<file path="src/prt_ram.sv">
// ----------------------------------------------------------------------------
// prt_ram: generic single-write, single-read synchronous RAM
// One write port and one read port; read data is registered.
// ----------------------------------------------------------------------------
module prt_ram #(
  parameter int WIDTH = 128,
  parameter int DEPTH = 32
) (
  input  logic                     clk,
  input  logic                     we,
  input  logic [$clog2(DEPTH)-1:0] waddr,
  input  logic [WIDTH-1:0]         wdata,
  input  logic                     re,
  input  logic [$clog2(DEPTH)-1:0] raddr,
  output logic [WIDTH-1:0]         rdata
);

  logic [WIDTH-1:0] mem [DEPTH];

  // Write and registered read
  always_ff @(posedge clk) begin
    if (we) begin
      mem[waddr] <= wdata;
    end
    if (re) begin
      rdata <= mem[raddr];
    end
  end

endmodule

</file>
<file path="config.mk">
export PLATFORM = sky130hd
export DESIGN_NAME = prt_ram
export DESIGN_NICKNAME = d
export VERILOG_FILES = /design/src/prt_ram.sv
export SDC_FILE = /design/constraint.sdc
export NUM_CORES = 2
export LEC_CHECK = 0
export BUFFER_PORTS_ARGS = -buffer_cell sky130_fd_sc_hd__buf_2
export CAP_MARGIN = 0
export CORE_ASPECT_RATIO = 1.75
export CORE_MARGIN = 3
export CORE_UTILIZATION = 67
export DETAILED_ROUTE_END_ITERATION = 10
export PLACE_DENSITY = 0.92
export RECOVER_POWER = 100
export SYNTH_ARGS = -nofsm -noshare
export SYNTH_HDL_FRONTEND = slang
export SYNTH_SLANG_ARGS = --single-unit
export TNS_END_PERCENT = 1
</file>
<file path="constraint.sdc">
create_clock -name clk -period 26.8 [get_ports clk]
set_clock_uncertainty 0.2 [all_clocks]
set_input_delay 5.36 -clock clk [delete_from_list [all_inputs] [get_ports clk]]
set_output_delay 5.36 -clock clk [all_outputs]
set_load 0.01 [all_outputs]
</file>
==> run metrics <==
status complete, but fails checks; CP endpoint kind flip-flop; post-synthesis compound-gate area fraction 2.26%; gr usage total 44.3%; Highest Clock Rate 54.3 MHz; most common cell in the synthesized netlist edfxtp_1; setup repair bufs after CTS 0; core region area 0.232 mm^2; H-tree depth 5; hpwl dp 226000 um; Final period util 68.7%; DR WL/cell 51.3 um; final hold slack 595 ps; layout cells sized above 1 21.7%; Pre-antenna DRT Iters 8; PwrDens 78.3 mW/mm^2; Sw Share 22.2%; design area 0.172 mm^2; Period minus WS final 18410 ps; Startpoint Class primary input; setup TNS 0 ps; Max FO, Critical Path 151; Post-Syn Area 0.157 mm^2; clk slew on worst S/H paths 70 ps; clock latency on the worst-skew pair 920 ps; Peak VDD IR 63.5 uV; die footprint 0.240 mm^2; Die X 371 um; DRT Wirelength 526000 um; via/cell ratio 8.29; CTS hold repair buffers 0; Synthesis Warnings 0; clock network power share 39.9%; CTS tree yes; initial core utilization 67.4%; DRT iter0 DRCs 19400; Slew headroom -662%; first-pass GRT wire length 709000 um; number of remaining DRC errors 0; ys async rst share 0%; internal power 10.5 mW; num rows 234; Final #Nets 6985; cells after synthesis 6440; EDFF count, synth 4224; Worst Path Required 27240 ps; simple-gate portion of the synthesized area 0.825%; Comb pwr share 4.7%; max cap viols 100; Final setup viols 0; die height 645 um; I/O pin count 269; post-placement cell area 0.161 mm^2; sequential share of the synthesized area 81.0%; final estimated routing congestion in global placement 0.771; number of antenna violations at the first check in global routing 77; total of fill cells in the finished design 11200; clock sinks 4224; Seq pwr share 55.3%; main combinational cell family by area after synthesis multiplexers; TritonCTS buffer count 346; Post-synth top cells edfxtp_1, mux4_2, o22ai_1, mux2i_1, nor4_1; Lkg Pwr 52.4 nW; top_reg_cell synth edfxtp_1; Synthesized Nets 6581; largest net degree at the start of global routing 154; Hold Fails Final Rpt 0; Post-Synth XOR/XNOR Area 0%; syn avg cell area 24.3 um^2; worst-margin pin slew 11430 ps; vias in the first global route 86400; failing checks max-capacitance violations, max-slew violations; Syn-to-layout area delta 9.80%; Synth area leaders edfxtp_1, mux4_2, o22ai_1; mux share of post-synthesis cell area 14.6%; Crit Path Category primary input to flip-flop; Yosys reg bits 4224; Worst EP arrival 18850 ps; Yosys cell types 27; Post-CTS Resized 0; Remaining Overflow, GRT 0; Routed Antenna Nets 0; Hold Crit Class flip-flop to flip-flop; Max Slew Vio Count 4915; area share of the largest cell type after synthesis 81.0%; top cell type by total area after synthesis edfxtp_1; Synth Area in Adders 0%; P_sw 2.99 mW; Root Buffer clkbuf_16; Port Buffers 268; routed vias 85000; RSZ-0062 raised after global routing no; clock tree buffer depth 4
[metal layers]
| layer | share of wire, % | GRT usage (%) |
|---|---|---|
| met1 | 26 | 53.1 |
| met3 | 17 | 14.3 |
| met4 | 10 | 36.7 |
| met2 | 46 | 66.1 |
| met5 | 0.080 | 0.0405 |
[path summary, 6_finish.rpt]
path	slack, ps	endpoint	cells after the start	startpoint
worst max-delay path	8390	rdata[0]$_DFFE_PP_	6	raddr[2]
worst min-delay path	590	rdata[104]$_DFFE_PP_	3	mem[26][104]$_DFFE_PP_
worst max register to register	23760	rdata[60]$_DFFE_PP_	3	mem[27][60]$_DFFE_PP_
worst min register to register	590	rdata[104]$_DFFE_PP_	3	mem[26][104]$_DFFE_PP_
[layout make-up]
| class | count | area (um^2) | share of cell area, % |
|---|---|---|---|
| well taps | 3068 | 3840 | 2.23 |
| repair buffers | 408 | 1810 | 1.05 |
| multi-input cells | 1864 | 27900 | 16.2 |
| clock inverters | 217 | 2280 | 1.33 |
| flip-flops and latches | 4224 | 127000 | 73.8 |
| diodes | 67 | 168 | 0.0976 |
| clock buffers | 405 | 9030 | 5.25 |
[power by group through the flow]
stage	logic (mW)	registers, mW	clock network [mW]
2_1_floorplan	0.321	7.55	0
3_3_place_gp	0.538	7.54	0
3_5_place_dp	0.580	7.56	0
4_1_cts	0.607	7.42	5.32
5_1_grt	0.647	7.44	5.55
6_report	0.635	7.44	5.37
[cell usage in the layout (no fill, tap or decap), drive strengths merged]
master,count
and3,1
clkinv,148
nand2b,1
nor3b,1
clkbuf,755
o22ai,444
buf,58
or3b,4
or3,2
inv,5
nor2b,3
bufinv,45
nand4,17
clkinvlp,19
mux2i,136
and3b,1
and2,1
or2,1
nand3b,6
nand2,4
nand3,37
nor2,36
edfxtp,4224
mux4,956
diode,67
a22oi,102
nor4,111
[through the flow]
stage,std cells,utilization (%),setup WS (ps),total power [mW]
floorplan,6440,-,14640,7.87
global placement,9563,69.5,16180,8.08
detailed placement,9563,69.5,15910,8.14
CTS,10200,74.4,16700,13.4
global route,10200,74.0,8350,13.6
finish,10300,74.0,8390,13.5
[state kept, by name, summed over array words and instances, names as in the netlist]
register  count
mem        4096
rdata       128
[logic make-up after synthesis]
group,count (synthesis)
flops,4224
mux,1092
simple gates,226
buf+inv,352
compound gates,546
[critical path: stages]
cell and delay (ps):
buf_8 610, clkbuf_1 7080, clkbuf_1 3860, mux4_2 820
o22ai_1 130, nor4_1 670
Note: power is estimated with default switching activity, not from simulation.
